`config.mk`:
```
export PLATFORM = sky130hd
export DESIGN_NAME = framed_link_receiver_crc8_ack
export DESIGN_NICKNAME = d
export VERILOG_FILES = /design/src/rtl/flrx_pkg.sv /design/src/rtl/flrx_ctrl.sv /design/src/rtl/flrx_dp.sv /design/src/rtl/framed_link_receiver_crc8_ack.sv
export SDC_FILE = /design/constraint.sdc
export NUM_CORES = 1
export LEC_CHECK = 0
export ABC_AREA = 1
export CELL_PAD_IN_SITES_DETAIL_PLACEMENT = 0
export CELL_PAD_IN_SITES_GLOBAL_PLACEMENT = 1
export CORE_ASPECT_RATIO = 1.25
export CORE_MARGIN = 2
export CORE_UTILIZATION = 30
export CTS_BUF_LIST = sky130_fd_sc_hd__clkbuf_16
export DETAILED_ROUTE_END_ITERATION = 12
export DONT_BUFFER_PORTS = 1
export GPL_TIMING_DRIVEN = 1
export PLACE_DENSITY = 0.53
export SLEW_MARGIN = 15
export SYNTH_ARGS = -nofsm -noshare
export SYNTH_HDL_FRONTEND = slang
export SYNTH_HIERARCHICAL = 1
export SYNTH_SLANG_ARGS = --single-unit
```
`constraint.sdc`:
```
create_clock -name clk -period 4.5 [get_ports clk]
set_clock_uncertainty 0.15 [all_clocks]
set_input_delay 0.225 -clock clk [delete_from_list [all_inputs] [get_ports clk]]
set_output_delay 0.225 -clock clk [all_outputs]
set_load 0.03 [all_outputs]
```
`src/rtl/flrx_pkg.sv`:
```
// ----------------------------------------------------------------------------
// flrx_pkg
// Shared types, constants and functions of the framed link receiver.
// ----------------------------------------------------------------------------
package flrx_pkg;

  localparam int MAX_PAYLOAD = 64;
  localparam int PAY_AW      = $clog2(MAX_PAYLOAD);
  localparam int PAY_CW      = PAY_AW + 1;

  localparam logic [PAY_CW-1:0] MAX_PAYLOAD_C = PAY_CW'(MAX_PAYLOAD);

  localparam logic [7:0] START_BYTE = 8'hAA;
  localparam logic [7:0] CRC_POLY   = 8'h07;

  localparam logic [7:0] TYPE_BYTE  = 8'h01;
  localparam logic [7:0] TYPE_WORD  = 8'h02;
  localparam logic [7:0] TYPE_FLOAT = 8'h03;
  localparam logic [7:0] TYPE_DATA  = 8'h04;

  localparam logic CMD_BYTE = 1'b0;
  localparam logic CMD_TICK = 1'b1;

  localparam logic REG_TIMEOUT = 1'b0;
  localparam logic REG_MAX_LEN = 1'b1;

  localparam logic [15:0] TIMEOUT_RESET = 16'd50;
  localparam logic [6:0]  MAX_LEN_RESET = 7'd64;

  localparam logic [1:0] HDR_TYPE   = 2'd0;
  localparam logic [1:0] HDR_SEQ    = 2'd1;
  localparam logic [1:0] HDR_LEN_HI = 2'd2;
  localparam logic [1:0] HDR_LEN_LO = 2'd3;

  typedef enum logic [6:0] {
    S_IDLE    = 7'b0000001,
    S_HEADER  = 7'b0000010,
    S_PAYLOAD = 7'b0000100,
    S_CRC     = 7'b0001000,
    S_DISCARD = 7'b0010000,
    S_DRD     = 7'b0100000,
    S_DEMIT   = 7'b1000000
  } state_t;

  typedef struct packed {
    logic hdr_clear;
    logic hdr_load;
    logic pay_write;
    logic tick_inc;
    logic tick_clr;
    logic seq_commit;
    logic drain_start;
    logic drain_next;
    logic emit_nack;
    logic emit_ack;
    logic emit_drain;
    logic draining;
  } cmd_t;

  typedef struct packed {
    logic start_hit;
    logic hdr_last;
    logic len_ok;
    logic pay_last;
    logic crc_ok;
    logic dup;
    logic timeout;
    logic drain_last;
    logic out_free;
  } status_t;

  function automatic logic [7:0] crc8_update(input logic [7:0] crc, input logic [7:0] b);
    logic [7:0] c;
    c = crc ^ b;
    for (int i = 0; i < 8; i++) begin
      if (c[7]) begin
        c = {c[6:0], 1'b0} ^ CRC_POLY;
      end else begin
        c = {c[6:0], 1'b0};
      end
    end
    return c;
  endfunction

  function automatic logic length_ok(input logic [7:0] ftype, input logic [15:0] len,
                                     input logic [6:0] max_len);
    logic ok;
    case (ftype)
      TYPE_BYTE:  ok = (len == 16'd1);
      TYPE_WORD:  ok = (len == 16'd2);
      TYPE_FLOAT: ok = (len == 16'd4);
      TYPE_DATA:  ok = (len >= 16'd1) && (len <= {9'd0, max_len})
                       && (len <= 16'(MAX_PAYLOAD));
      default:    ok = 1'b0;
    endcase
    return ok;
  endfunction

endpackage

```
`src/rtl/flrx_ctrl.sv`:
```
// ----------------------------------------------------------------------------
// flrx_ctrl
// Frame receiver controller: protocol phases, timeouts and payload release.
// ----------------------------------------------------------------------------
module flrx_ctrl
  import flrx_pkg::*;
(
  input  logic    clk,
  input  logic    rst,
  input  logic    in_valid,
  input  logic    in_command,
  input  status_t status,
  output logic    in_ready,
  output cmd_t    cmd
);

  state_t state, state_next;
  logic   fire;

  assign in_ready = !(state == S_DRD || state == S_DEMIT) && status.out_free;
  assign fire     = in_valid && in_ready;

  always_comb begin
    state_next   = state;
    cmd          = '0;
    cmd.draining = (state == S_DRD) || (state == S_DEMIT);
    case (state)
      S_IDLE: begin
        if (fire && in_command == CMD_BYTE && status.start_hit) begin
          cmd.hdr_clear = 1'b1;
          state_next    = S_HEADER;
        end
      end
      S_HEADER, S_PAYLOAD, S_CRC, S_DISCARD: begin
        if (fire && in_command == CMD_TICK) begin
          cmd.tick_inc = 1'b1;
          if (status.timeout) begin
            if (state != S_DISCARD) begin
              cmd.tick_clr = 1'b1;
              state_next   = S_DISCARD;
            end else begin
              cmd.emit_nack = 1'b1;
              state_next    = S_IDLE;
            end
          end
        end else if (fire) begin
          cmd.tick_clr = 1'b1;
          case (state)
            S_HEADER: begin
              cmd.hdr_load = 1'b1;
              if (status.hdr_last) begin
                state_next = status.len_ok ? S_PAYLOAD : S_DISCARD;
              end
            end
            S_PAYLOAD: begin
              cmd.pay_write = 1'b1;
              if (status.pay_last) begin
                state_next = S_CRC;
              end
            end
            S_CRC: begin
              if (!status.crc_ok) begin
                state_next = S_DISCARD;
              end else if (status.dup) begin
                cmd.emit_ack = 1'b1;
                state_next   = S_IDLE;
              end else begin
                cmd.seq_commit  = 1'b1;
                cmd.drain_start = 1'b1;
                state_next      = S_DRD;
              end
            end
            default: begin
            end
          endcase
        end
      end
      S_DRD: begin
        state_next = S_DEMIT;
      end
      S_DEMIT: begin
        if (status.out_free) begin
          cmd.emit_drain = 1'b1;
          if (status.drain_last) begin
            state_next = S_IDLE;
          end else begin
            cmd.drain_next = 1'b1;
            state_next     = S_DRD;
          end
        end
      end
      default: begin
        state_next = S_IDLE;
      end
    endcase
  end

  always_ff @(posedge clk) begin
    if (rst) begin
      state <= S_IDLE;
    end else begin
      state <= state_next;
    end
  end

endmodule

```
`src/rtl/flrx_dp.sv`:
```
// ----------------------------------------------------------------------------
// flrx_dp
// Frame receiver datapath: header fields, CRC, tick counter, payload buffer
// and the output register.
// ----------------------------------------------------------------------------
module flrx_dp
  import flrx_pkg::*;
(
  input  logic          clk,
  input  logic          rst,
  input  logic          cfg_we,
  input  logic          cfg_addr,
  input  logic [15:0]   cfg_data,
  input  logic [7:0]    rx_byte,
  input  cmd_t          cmd,
  output status_t       status,
  input  logic          out_ready,
  output logic          out_valid,
  output logic          reply_valid,
  output logic          reply_is_ack,
  output logic [7:0]    reply_seq,
  output logic          payload_valid,
  output logic [7:0]    payload_byte,
  output logic [2:0]    frame_kind,
  output logic          out_last
);

  logic [15:0]       timeout_ticks;
  logic [6:0]        max_data_len;
  logic [1:0]        header_index;
  logic [7:0]        frame_type;
  logic [7:0]        frame_seq;
  logic [15:0]       frame_length;
  logic [PAY_CW-1:0] payload_count;
  logic [7:0]        crc_accum;
  logic [15:0]       tick_counter;
  logic [7:0]        last_seq;
  logic              last_seq_valid;
  logic [PAY_AW-1:0] drain_idx;
  logic [7:0]        mem [MAX_PAYLOAD];
  logic [7:0]        rdata;

  logic [15:0]       tick_inc;
  logic [PAY_CW-1:0] count_inc;
  logic [7:0]        crc_next;
  logic              first;

  assign tick_inc  = (tick_counter == 16'hFFFF) ? tick_counter : tick_counter + 16'd1;
  assign count_inc = payload_count + PAY_CW'(1);
  assign crc_next  = crc8_update(crc_accum, rx_byte);
  assign first     = (drain_idx == '0);

  always_comb begin
    status            = '0;
    status.start_hit  = (rx_byte == START_BYTE);
    status.hdr_last   = (header_index == HDR_LEN_LO);
    status.len_ok     = length_ok(frame_type, {frame_length[15:8], rx_byte}, max_data_len);
    status.pay_last   = ({{(16-PAY_CW){1'b0}}, count_inc} >= frame_length)
                        || (count_inc >= MAX_PAYLOAD_C);
    status.crc_ok     = (rx_byte == crc_accum);
    status.dup        = last_seq_valid && (frame_seq == last_seq);
    status.timeout    = (tick_inc >= timeout_ticks);
    status.drain_last = ({1'b0, drain_idx} + PAY_CW'(1) == payload_count);
    status.out_free   = !out_valid || out_ready;
  end

  always_ff @(posedge clk) begin
    if (rst) begin
      timeout_ticks <= TIMEOUT_RESET;
      max_data_len  <= MAX_LEN_RESET;
    end else if (cfg_we) begin
      case (cfg_addr)
        REG_TIMEOUT: timeout_ticks <= cfg_data;
        REG_MAX_LEN: max_data_len  <= cfg_data[6:0];
        default: begin
        end
      endcase
    end
  end

  always_ff @(posedge clk) begin
    if (rst) begin
      header_index   <= '0;
      frame_type     <= '0;
      frame_seq      <= '0;
      frame_length   <= '0;
      payload_count  <= '0;
      crc_accum      <= '0;
      tick_counter   <= '0;
      last_seq       <= '0;
      last_seq_valid <= 1'b0;
      drain_idx      <= '0;
    end else begin
      if (cmd.hdr_clear) begin
        header_index  <= '0;
        frame_type    <= '0;
        frame_seq     <= '0;
        frame_length  <= '0;
        payload_count <= '0;
        crc_accum     <= '0;
      end
      if (cmd.hdr_load) begin
        crc_accum    <= crc_next;
        header_index <= header_index + 2'd1;
        case (header_index)
          HDR_TYPE:   frame_type   <= rx_byte;
          HDR_SEQ:    frame_seq    <= rx_byte;
          HDR_LEN_HI: frame_length <= {rx_byte, 8'd0};
          HDR_LEN_LO: begin
            frame_length  <= {frame_length[15:8], rx_byte};
            payload_count <= '0;
          end
          default: begin
          end
        endcase
      end
      if (cmd.pay_write) begin
        crc_accum     <= crc_next;
        payload_count <= count_inc;
      end
      if (cmd.tick_clr || cmd.hdr_clear) begin
        tick_counter <= '0;
      end else if (cmd.tick_inc) begin
        tick_counter <= tick_inc;
      end
      if (cmd.seq_commit) begin
        last_seq       <= frame_seq;
        last_seq_valid <= 1'b1;
      end
      if (cmd.drain_start) begin
        drain_idx <= '0;
      end else if (cmd.drain_next) begin
        drain_idx <= drain_idx + PAY_AW'(1);
      end
    end
  end

  always_ff @(posedge clk) begin
    if (cmd.pay_write) begin
      mem[payload_count[PAY_AW-1:0]] <= rx_byte;
    end
    rdata <= mem[drain_idx];
  end

  always_ff @(posedge clk) begin
    if (rst) begin
      out_valid <= 1'b0;
    end else if (cmd.emit_nack || cmd.emit_ack || cmd.emit_drain) begin
      out_valid <= 1'b1;
    end else if (out_ready) begin
      out_valid <= 1'b0;
    end
  end

  always_ff @(posedge clk) begin
    if (cmd.emit_nack || cmd.emit_ack) begin
      reply_valid   <= 1'b1;
      reply_is_ack  <= cmd.emit_ack;
      reply_seq     <= frame_seq;
      payload_valid <= 1'b0;
      payload_byte  <= '0;
      frame_kind    <= '0;
      out_last      <= 1'b1;
    end else if (cmd.emit_drain) begin
      reply_valid   <= first;
      reply_is_ack  <= first;
      reply_seq     <= first ? frame_seq : 8'd0;
      payload_valid <= 1'b1;
      payload_byte  <= rdata;
      frame_kind    <= frame_type[2:0];
      out_last      <= status.drain_last;
    end
  end

endmodule

```
`src/rtl/framed_link_receiver_crc8_ack.sv`:
```
// ----------------------------------------------------------------------------
// framed_link_receiver_crc8_ack
// Stop-and-wait frame receiver with CRC-8 check and ACK/NACK replies.
// ----------------------------------------------------------------------------
// Each input transfer carries one link byte or one millisecond tick and is
// taken while the output register is free. A good frame with a new sequence
// then releases its n buffered payload bytes one result at a time, each
// through a read state and an emit state (registered payload buffer read),
// during which no input is taken; the first of these carries the ACK. A
// repeated frame gives one ACK-only result, a line-silence timeout after a
// bad frame one NACK result.
// ----------------------------------------------------------------------------
module framed_link_receiver_crc8_ack
  import flrx_pkg::*;
(
  input  logic        clk,
  input  logic        rst,
  input  logic        cfg_we,
  input  logic        cfg_addr,
  input  logic [15:0] cfg_data,
  input  logic        s_axis_tvalid,
  output logic        s_axis_tready,
  input  logic [7:0]  s_axis_tdata,   // rx_byte
  input  logic        s_axis_tuser,   // command
  output logic        m_axis_tvalid,
  input  logic        m_axis_tready,
  output logic [23:0] m_axis_tdata,   // reply_valid, reply_is_ack, reply_seq[7:0],
                                      // payload_valid, payload_byte[7:0], zero pad
  output logic [2:0]  m_axis_tuser,   // frame_kind
  output logic        m_axis_tlast    // last
);

  cmd_t       cmd;
  status_t    status;
  logic       reply_valid;
  logic       reply_is_ack;
  logic [7:0] reply_seq;
  logic       payload_valid;
  logic [7:0] payload_byte;

  flrx_ctrl u_ctrl (
    .clk        (clk),
    .rst        (rst),
    .in_valid   (s_axis_tvalid),
    .in_command (s_axis_tuser),
    .status     (status),
    .in_ready   (s_axis_tready),
    .cmd        (cmd)
  );

  flrx_dp u_dp (
    .clk           (clk),
    .rst           (rst),
    .cfg_we        (cfg_we),
    .cfg_addr      (cfg_addr),
    .cfg_data      (cfg_data),
    .rx_byte       (s_axis_tdata),
    .cmd           (cmd),
    .status        (status),
    .out_ready     (m_axis_tready),
    .out_valid     (m_axis_tvalid),
    .reply_valid   (reply_valid),
    .reply_is_ack  (reply_is_ack),
    .reply_seq     (reply_seq),
    .payload_valid (payload_valid),
    .payload_byte  (payload_byte),
    .frame_kind    (m_axis_tuser),
    .out_last      (m_axis_tlast)
  );

  assign m_axis_tdata = {5'd0, payload_byte, payload_valid, reply_seq, reply_is_ack,
                         reply_valid};

  a_no_input_while_draining : assert property (@(posedge clk) disable iff (rst)
    cmd.draining |-> !s_axis_tready)
    else $error("input taken while payload drains");

  a_single_emit : assert property (@(posedge clk) disable iff (rst)
    $onehot0({cmd.emit_nack, cmd.emit_ack, cmd.emit_drain}))
    else $error("more than one result loaded at once");

  a_emit_into_free_slot : assert property (@(posedge clk) disable iff (rst)
    (cmd.emit_nack || cmd.emit_ack || cmd.emit_drain) |-> (!m_axis_tvalid || m_axis_tready))
    else $error("result loaded over a pending transfer");

endmodule

```
# Yosys cells after proc, flatten, opt, wreduce, memory -nomap -nowiden

Memory sizes are Yosys's and may differ from the RTL's. A register that Yosys moved wholly into a read port is not among the register bits.
Index checks and enable logic that the tools add are counted.

Add/subtract/negate cells: 5
Order comparisons: 6
Equality and inequality tests: 31
Multiplexer cells: 81
Bitwise gates (word level): 11
Reductions and logical operators: 28

Operators with widths:

| kind                                                               | number |
|---|---|
| 2-to-1 mux 8 bit                                                   | 12 |
| 2-to-1 mux 7 bit                                                   | 11 |
| 2-to-1 mux 16 bit                                                  | 3 |
| case mux 16 bit (2 select lines)                                   | 1 |
| case mux 7 bit (4 select lines)                                    | 1 |
| 2-to-1 mux 1 bit                                                   | 27 |
| 2-to-1 mux 3 bit                                                   | 9 |
| 2-to-1 mux 6 bit                                                   | 4 |
| NOT 3 bit                                                          | 8 |
| case mux 7 bit (3 select lines)                                    | 1 |
| 2-to-1 mux 2 bit                                                   | 9 |
| adder 16 x 1 -> 16 bit, second input constant                      | 1 |
| == test 16 x 1 -> 1 bit, second input constant                     | 1 |
| == test 16 bit, second input constant                              | 1 |
| == test 16 x 2 -> 1 bit, second input constant                     | 1 |
| == test 16 x 3 -> 1 bit, second input constant                     | 1 |
| == test 8 x 2 -> 1 bit, second input constant                      | 2 |
| == test 8 bit                                                      | 2 |
| greater-or-equal comparator 16 x 1 -> 1 bit, second input constant | 1 |
| greater-or-equal comparator 16 bit                                 | 1 |
| greater-or-equal comparator 7 x 16 -> 1 bit                        | 1 |
| <= comparator 16 x 7 -> 1 bit                                      | 1 |
| <= comparator 16 x 7 -> 1 bit, second input constant               | 1 |
| 2-to-1 mux 5 bit                                                   | 2 |
| 39 further kinds                                                   | 60 |

Register bits after elaboration: 134
Memory bits (writable): 512
Bits of input ports: 31
Output and inout port bits: 30
Memories kept: 1

Memories:

| name     | words | width | rd ports | clocked after Yosys merged registers in | wr ports | line          | RTL |
|---|---|---|---|---|---|---|---|
| u_dp.mem | 64    | 8     | 1        | 1                                       | 1        | flrx_dp.sv:40 | `logic [7:0] mem [MAX_PAYLOAD];` |

# Depth between registers and ports, before layout

Gate-level depths: netlist of the first run.

Depth in word-level cells: 19
Mapped depth: 24
Gate-level depth less buffers: 24

# Hierarchy

Netlist of the first run, hierarchy kept.

Modules (own cells, without submodules):

| module                        | times used | cells an instance | area an instance (um2) | sequential area each (um2) |
|---|---|---|---|---|
| flrx_dp                       | 1          | 2976              | 28926.5                | 18167.4 |
| flrx_ctrl                     | 1          | 140               | 778.2                  | 140.1 |
| framed_link_receiver_crc8_ack | 1          | 9                 | 63.8                   | 0.0 |

# Worst setup path after synthesis of the first run

OpenSTA, ideal clock, no wires.

Kind: register to register
From: reg u_dp.tick_counter[0]
To: reg u_dp.tick_counter[12]
Setup time: 0.115 ns
Arrival time: 2.940 ns
Required time: 4.235 ns
Setup slack: 1.294 ns
Stages on the path, launching flop included: 24
Path buffers: 1
Clock period less this slack: 3.206 ns
Cells stage by stage: dfxtp_1 -> ha_1 -> nand2_1 -> nor2_1 -> nand2_1 -> nor2_2 -> nand4_1 -> nand2_1 -> nand2_1 -> ha_1 -> nand2_1 -> inv_1 -> nand3_1 -> nor3_1 -> nand3_1 -> nand3_1 -> inv_1 -> a211oi_1 -> nor3_1 -> inv_1 -> clkbuf_1 -> a21oi_1 -> o21ai_0 -> inv_1

RTL lines:

| element                | line           | RTL |
|---|---|---|
| from (decl)            | flrx_dp.sv:36  | `logic [15:0] tick_counter;` |
| from (signal assigned) | flrx_dp.sv:124 | `tick_counter <= tick_inc;` |

==> impl_metrics.tcl, run 1 <==
set metrics [dict create \
    status "completed" \
    num_rows 129 \
    worstHoldEndpoint "u_dp/crc_accum[2]" \
    yosysSeqAreaShare 0.615 \
    holdPathStages 8 \
    grt_pass1_vias 21121 \
    nets 3252 \
    leakage_uw 0.0134 \
    dp_hpwl_mm 52.7 \
    timing.rr.end "u_dp/mem[60][6]" \
    cts_max_level 3 \
    fp.dieArea_um2 102000 \
    cp.required_ps 4600 \
    gr-usage-all-layers 0.178 \
    comb_power_share 0.051 \
    netlist_area_um2 29800 \
    drt-met1-wl_mm 40.5 \
    seq_power_share 0.494 \
    cp_cell_sequence "inv_1 -> nand2_1 -> nor2_1 -> nand2_1 -> nand3_1 -> nor2_1 -> nand2_1 -> dlygate4sd3_1 -> nor2_1 -> inv_1 -> nor2_1 -> nand2_1 -> nor2_1" \
    period_needed_ps 4130 \
    clkTransAtPathRegs_ps 60 \
    grt_overflow 0 \
    die_w_um 286 \
    ant_nets 0 \
    drt_wl_total_mm 90.9 \
    layout-drive-gt1-share 0.0809 \
    start_util 0.302 \
    p_clk_frac 0.454 \
    synthDominantCellAreaShare 0.526 \
    worst_path_most_repeated_cell "nor2_1" \
    syn_avg_cell_area_um2 9.53 \
    crit-reg2reg-launch "u_ctrl/state[3]" \
    ir_drop_mv 0.263 \
    worst_pin_slew_ps 1090 \
    switching_share 0.226 \
    yosysMostFrequentCell "nand2_1" \
    drt-wirelength-per-cell_um 20.0 \
    worst_ep_arrival_time_ps 4220 \
    area_delta_synth_final_pct 15.2 \
    intPower_uw 10400 \
    final_area_um2 34300 \
    relSlewSlack 0.274 \
    clk_latency_ps 630 \
    wl_met2_mm 44.5 \
    num_io_pins 61 \
    worstRegToRegCells 13 \
    setup_violations 0 \
    coreArea_um2 98600 \
    endpoint_kind "flip-flop" \
    cts_tree "yes" \
    cellPowerDensity_nw_per_um2 391 \
    worstHoldPathType "primary input to flip-flop" \
    synth_seq_cells 654 \
    syn_inst 3125 \
    gp_congestion 0.810 \
    maxCapViolations 0 \
    setup_tns_ps 0 \
    yosysUniqueCellTypes 45 \
    antenna_found_initial 2 \
    critPathKind "flip-flop to flip-flop" \
    drc 0 \
    drt_iter0_drc 1554 \
    placed_area_um2 31200 \
    cts_root_buf "clkbuf_16" \
    final.period_utilization 0.917 \
    synthArstFlopShare 0 \
    rrSetupSlack_ps 370 \
    report.final.slew_viol_count 0 \
    startpoint_type "flip-flop" \
    max_freq_mhz 242 \
    postCtsSetupRepairBufs 0 \
    rsz0062_at_grt "false" \
    vias_per_cell 4.70 \
    p_sw_uw 3030 \
    grt_pass1_wl_mm 136 \
    dr.pass1.iters 5 \
    grt_max_degree 161 \
    clock-sinks 654 \
    synth_area_leader_cell "edfxtp_1" \
    yosysWarningCount 6 \
    die_h_um 356 \
    synth_edf_count 521 \
    ys_top_cells_by_count "nand2_1, edfxtp_1, nand3_1" \
    hold_violations 0 \
    vias 21391 \
    clock_path_buffers 3 \
    dr_wl_met3_mm 3.41 \
    fillCellCount 9939 \
    slowest_delay_ps 720 \
    worstHoldStart "s_axis_tdata[0]" \
    ys.flop_type "edfxtp_1" \
    numCtsBuffers 75 \
    top_layer "met4" \
    critical_path.max_fanout 8 \
    cp_slowest_cell "nor2_1" \
    yosys-top-cells-area "edfxtp_1, nand2_1, dfxtp_1" \
    io_buffers 0 \
]
## registers in the layout, summed over array words and instances, names as in the netlist, 6 cells and up
| signal | count |
|---|---|
| u_dp/last_seq | 8 |
| u_dp/max_data_len | 7 |
| u_dp/frame_type | 8 |
| u_dp/tick_counter | 16 |
| u_dp/frame_length | 16 |
| u_dp/mem | 512 |
| u_dp/payload_count | 7 |
| u_dp/reply_seq | 8 |
| u_dp/drain_idx | 6 |
| u_dp/frame_seq | 8 |
| u_dp/timeout_ticks | 16 |
| u_dp/crc_accum | 8 |
| u_dp/payload_byte | 8 |
| u_ctrl/state | 7 |
| u_dp/rdata | 8 |
## layout by cell type, fill, tap and decap left out, drive strengths merged
| cell | synthesis | layout |
|---|---|---|
| diode | 0 | 1 |
| or2 | 54 | 54 |
| clkbuf | 42 | 78 |
| a221oi | 2 | 2 |
| o21a | 3 | 3 |
| buf | 112 | 82 |
| nand3b | 2 | 2 |
| clkinv | 3 | 30 |
| dfxtp | 133 | 133 |
| nand2 | 848 | 848 |
| xnor2 | 8 | 8 |
| dlygate4sd3 | 0 | 46 |
| o211ai | 52 | 52 |
| xor2 | 17 | 17 |
| nor3 | 23 | 23 |
| and2 | 1 | 1 |
| bufinv | 0 | 8 |
| xor3 | 1 | 1 |
| conb | 1 | 5 |
| edfxtp | 521 | 521 |
| nand4 | 18 | 18 |
| o21bai | 2 | 2 |
| ha | 41 | 41 |
| nor2 | 240 | 240 |
| nor4 | 4 | 4 |
| o22ai | 3 | 3 |
| a211oi | 1 | 1 |
| o21ai | 88 | 88 |
| a21oi | 119 | 119 |
| clkinvlp | 0 | 3 |
| inv | 381 | 399 |
| nand3 | 405 | 405 |
## worst max-delay path by stage
stage / start / to / slack, ps / depth (start not counted)
after detailed placement: u_dp/tick_counter[0] / u_dp/tick_counter[14] / 360 / 21
final: u_ctrl/state[3] / u_dp/mem[60][6] / 370 / 13
after CTS: u_dp/tick_counter[0] / u_dp/tick_counter[14] / 310 / 21
after floorplan: u_dp/tick_counter[0] / u_dp/tick_counter[12] / 1290 / 23
after global placement: u_dp/tick_counter[0] / u_dp/tick_counter[3] / 320 / 21
after global routing: u_ctrl/state[3] / u_dp/mem[60][3] / 80 / 13
## routing by layer
layer / up-vias / track usage
li1: 10431 / -
met1: 10441 / 0.230
met2: 404 / 0.308
met3: 115 / 0.0252
met4: 0 / 0.0575
met5: - / 0
## per-stage QoR
step	total power [uW]	util	cells	setup slack [ps]	hold slack, ps
floorplan	7150	-	3129	1290	144
global placement	7260	0.316	4358	318	155
detailed placement	7260	0.316	4358	364	156
CTS	13600	0.348	4547	311	11.2
global route	13900	0.348	4547	75.2	110
finish	13400	0.348	4548	375	62.6
## critical path: cells and delay by family, from the launching register on
| family | cells | cell delay (ps) |
|---|---|---|
| flops | 1 | 370 |
| simple gates | 10 | 2450 |
| buf+inv | 3 | 780 |
## power groups by stage
stage	sequential, uW	clock, uW	combinational, uW
2_1_floorplan	6740	0	406
3_3_place_gp	6750	0	515
3_5_place_dp	6750	0	515
4_1_cts	6620	6280	703
5_1_grt	6630	6490	784
6_report	6620	6090	689
## kinds of logic after synthesis
family | after synthesis | share of synthesized area
flip-flops | 654 | 0.615
AND/OR/NAND/NOR | 1595 | 0.229
adder cells (fa/ha/maj) | 41 | 0.0172
buffers and inverters | 538 | 0.0769
XOR/XNOR | 26 | 0.00815
AO/OA/AOI/OAI | 270 | 0.0531
other | 1 | 0.000126
## timing repair
item                                   CTS  global route
endpoints found under the hold margin  608             0
setup endpoints to repair                0             8
gates resized for setup                  0             1
hold buffers                            55             0
## cell type report
cell class,count,area (um2),share of cell area
inverter,384,1450,0.0422
multi-input combinational,1937,9190,0.268
sequential,654,18300,0.534
clock inverter,56,465,0.0136
tap,1310,1640,0.0478
clock buffer,78,1950,0.0569
timing repair buffer,128,1290,0.0377
antenna,1,2.50,0.0000729
(Power assumes the default switching activity.)
==> inputs of run 2 (changes only) <==
- ABC_AREA: 1 -> 0
- CORE_UTILIZATION: 30 -> 54
- PLACE_DENSITY: 0.53 -> 0.8
==> run 2 against run 1 <==
Compared with the run above:
- synthesized area decreased by 6.6%
- routed wire length decreased by 28%
- register-to-register slack got worse by 90 ps
- design area decreased by 8.5%
- clock power decreased by 14%
- sequential share of layout area increased by 4.9 points
- die area decreased by 48%
- flip-flop and latch count unchanged
- count of clock-buffer cells in the layout decreased by 17
==> impl_metrics.tcl, run 2 <==
set metrics [dict create \
    status "completed" \
    num_rows 92 \
    yosysSeqAreaShare 0.659 \
    die_h_um 258 \
    relSlewSlack 0.375 \
    synth_seq_cells 654 \
    largest_register_ffs 512 \
    setup_violations 0 \
    p_clk_frac 0.434 \
    fillCellCount 3684 \
    gp_congestion 0.879 \
    clk_latency_ps 650 \
    synthDominantCellAreaShare 0.563 \
    critPathBufInv 2 \
    startpoint_type "flip-flop" \
    worst_pin_slew_ps 913 \
    vias_per_cell 6.08 \
    vias 16237 \
    slowest_delay_ps 400 \
    cp_slowest_cell "dfxtp_1" \
    startpoint "u_dp/tick_counter[0]" \
    synthArstFlopShare 0 \
    crit-reg2reg-launch "u_dp/tick_counter[0]" \
    synth_edf_count 521 \
    leakage_uw 0.0103 \
    netlist_area_um2 27800 \
    coreArea_um2 50600 \
    critical_path.max_fanout 15 \
    timing.rr.end "u_dp/reply_seq[0]" \
    critPathKind "flip-flop to flip-flop" \
    report.final.slew_viol_count 0 \
    p_total_uw 12100 \
    cts_root_buf "clkbuf_16" \
    period_needed_ps 4210 \
    numCtsBuffers 61 \
    intPower_uw 9630 \
    cts_tree "yes" \
    yosysUniqueCellTypes 85 \
    worstHoldPathType "primary input to flip-flop" \
    cp_top_family "simple AND/OR/NAND/NOR gates" \
    final.period_utilization 0.936 \
    seq_power_share 0.540 \
    grt_pass1_vias 16207 \
    grt_max_degree 94 \
    finish.utilization 0.620 \
    ant_nets 0 \
    worst_path_most_repeated_cell "ha_1" \
    cellPowerDensity_nw_per_um2 386 \
    io_buffers 0 \
    maxCapViolations 0 \
    die_w_um 207 \
    switching_share 0.205 \
    worst_ep_arrival_time_ps 4460 \
    area_delta_synth_final_pct 13.0 \
    holdWs_ps 25.2 \
    drc 0 \
    drt-wirelength-per-cell_um 24.5 \
    cts_max_level 2 \
    layout_common_cells "edfxtp_1, nor2_1, dfxtp_1" \
    drt_wl_total_mm 65.4 \
    endpoint_kind "flip-flop" \
    hold_violations 0 \
    start_util 0.549 \
    cp_cell_sequence "ha_1 -> nand4_4 -> nor3_4 -> nand2_4 -> and3_1 -> xor2_1 -> ha_1 -> or3_1 -> a211oi_1 -> o21ai_0 -> a21o_1 -> inv_1 -> nor2_1 -> or2_2 -> a31oi_1 -> buf_4 -> nor2b_1" \
    drt_iter0_drc 1747 \
    gr-usage-all-layers 0.248 \
    antenna_found_initial 4 \
    yosysMostFrequentCell "edfxtp_1" \
    cp.depth 17 \
    final_common_cell "edfxtp_1" \
    clock-sinks 654 \
    layout-drive-gt1-share 0.160 \
    yosys-top-cells-area "edfxtp_1, dfxtp_1, mux4_2" \
    worstRegToRegCells 17 \
    max_freq_mhz 237 \
    syn_avg_cell_area_um2 14.8 \
    yosysWarningCount 6 \
    synth_area_leader_cell "edfxtp_1" \
    dp_hpwl_mm 38.7 \
    grt_pass1_wl_mm 98.2 \
    grt_overflow 0 \
    cp-endpoint "u_dp/reply_seq[0]" \
    p_sw_uw 2490 \
    num_io_pins 61 \
    cp.required_ps 4740 \
    syn_inst 1881 \
    nets 2031 \
    ir_drop_mv 0.323 \
    ys.flop_type "edfxtp_1" \
    clkTransAtPathRegs_ps 60 \
    rrSetupSlack_ps 290 \
    ys_top_cells_by_count "edfxtp_1, nor2_1, dfxtp_1" \
    fp.dieArea_um2 53300 \
    dr.pass1.iters 5 \
    clock_path_buffers 3 \
    comb_power_share 0.026 \
]
## run 2: area by class of cell
class	instances	area (um2)	share of cell area
Sequential cell	654	18300	0.583
Timing Repair Buffer	135	1370	0.0435
Tap cell	658	823	0.0262
Clock inverter	54	526	0.0167
Multi-Input combinational cell	1061	8670	0.276
Antenna cell	2	5.00	0.000159
Inverter	46	173	0.00550
Clock buffer	61	1530	0.0486
## run 2: how the worst min path moves through the flow
stage / from / to / slack [ps] / cells past startpoint
finish: s_axis_tdata[4] / u_dp/crc_accum[5] / 30 / 6
global route: s_axis_tdata[6] / u_ctrl/state[2] / 50 / 5
CTS: s_axis_tdata[4] / u_dp/crc_accum[5] / 1 / 6
detailed placement: rst / u_dp/max_data_len[2] / 160 / 1
global placement: rst / u_dp/max_data_len[0] / 160 / 1
floorplan: s_axis_tdata[0] / u_dp/mem[0][0] / 170 / 0
## run 2: power by group through the flow
stage / registers (uW) / logic (uW) / clock network [uW]
CTS: 6540 / 318 / 5350
detailed placement: 6670 / 155 / 0
finish: 6540 / 318 / 5260
floorplan: 6660 / 172 / 0
global route: 6540 / 350 / 5570
global placement: 6670 / 155 / 0
## run 2: stage by stage
step | TNS, ps | std cells | worst slack (ps) | instance area, um2
2_1_floorplan | 0 | 1885 | 419 | 27800
5_1_grt | -68.5 | 2671 | -19.4 | 31400
6_report | 0 | 2671 | 287 | 31400
4_1_cts | 0 | 2667 | 121 | 31400
3_5_place_dp | 0 | 2490 | 149 | 28500
3_3_place_gp | 0 | 2490 | 238 | 28500
## run 2: per-layer routing
layer	track usage	up-vias	routed length [um]
met4	0.104	2	2520
met1	0.325	8162	25600
met5	0	-	13
met3	0.0505	128	5330
met2	0.406	615	32000
li1	-	7330	-
## run 2: what timing repair did
item | CTS | global route
endpoints found under the hold margin | 609 | 15
resized for setup | 0 | 4
setup endpoints to repair | 0 | 30
hold buffers | 62 | 1
buffers inserted | 0 | 1
## run 2: cells by family after synthesis
group	count (synthesis)	synth area share
mux	169	0.117
buf+inv	170	0.0308
fa+ha+maj	41	0.0185
compound gates	246	0.0585
simple gates	534	0.0957
xor+xnor	66	0.0208
other cells	1	0.000135
flops	654	0.659
## run 2: worst register-to-register path: stages (launching register included)
cell and delay [ps]:
dfxtp_1 400, ha_1 260, nand4_4 180, nor3_4 360
nand2_4 160, and3_1 230, xor2_1 150, ha_1 190
or3_1 370, a211oi_1 210, o21ai_0 110, a21o_1 200
inv_1 80, nor2_1 50, or2_2 400, a31oi_1 200
buf_4 200, nor2b_1 70
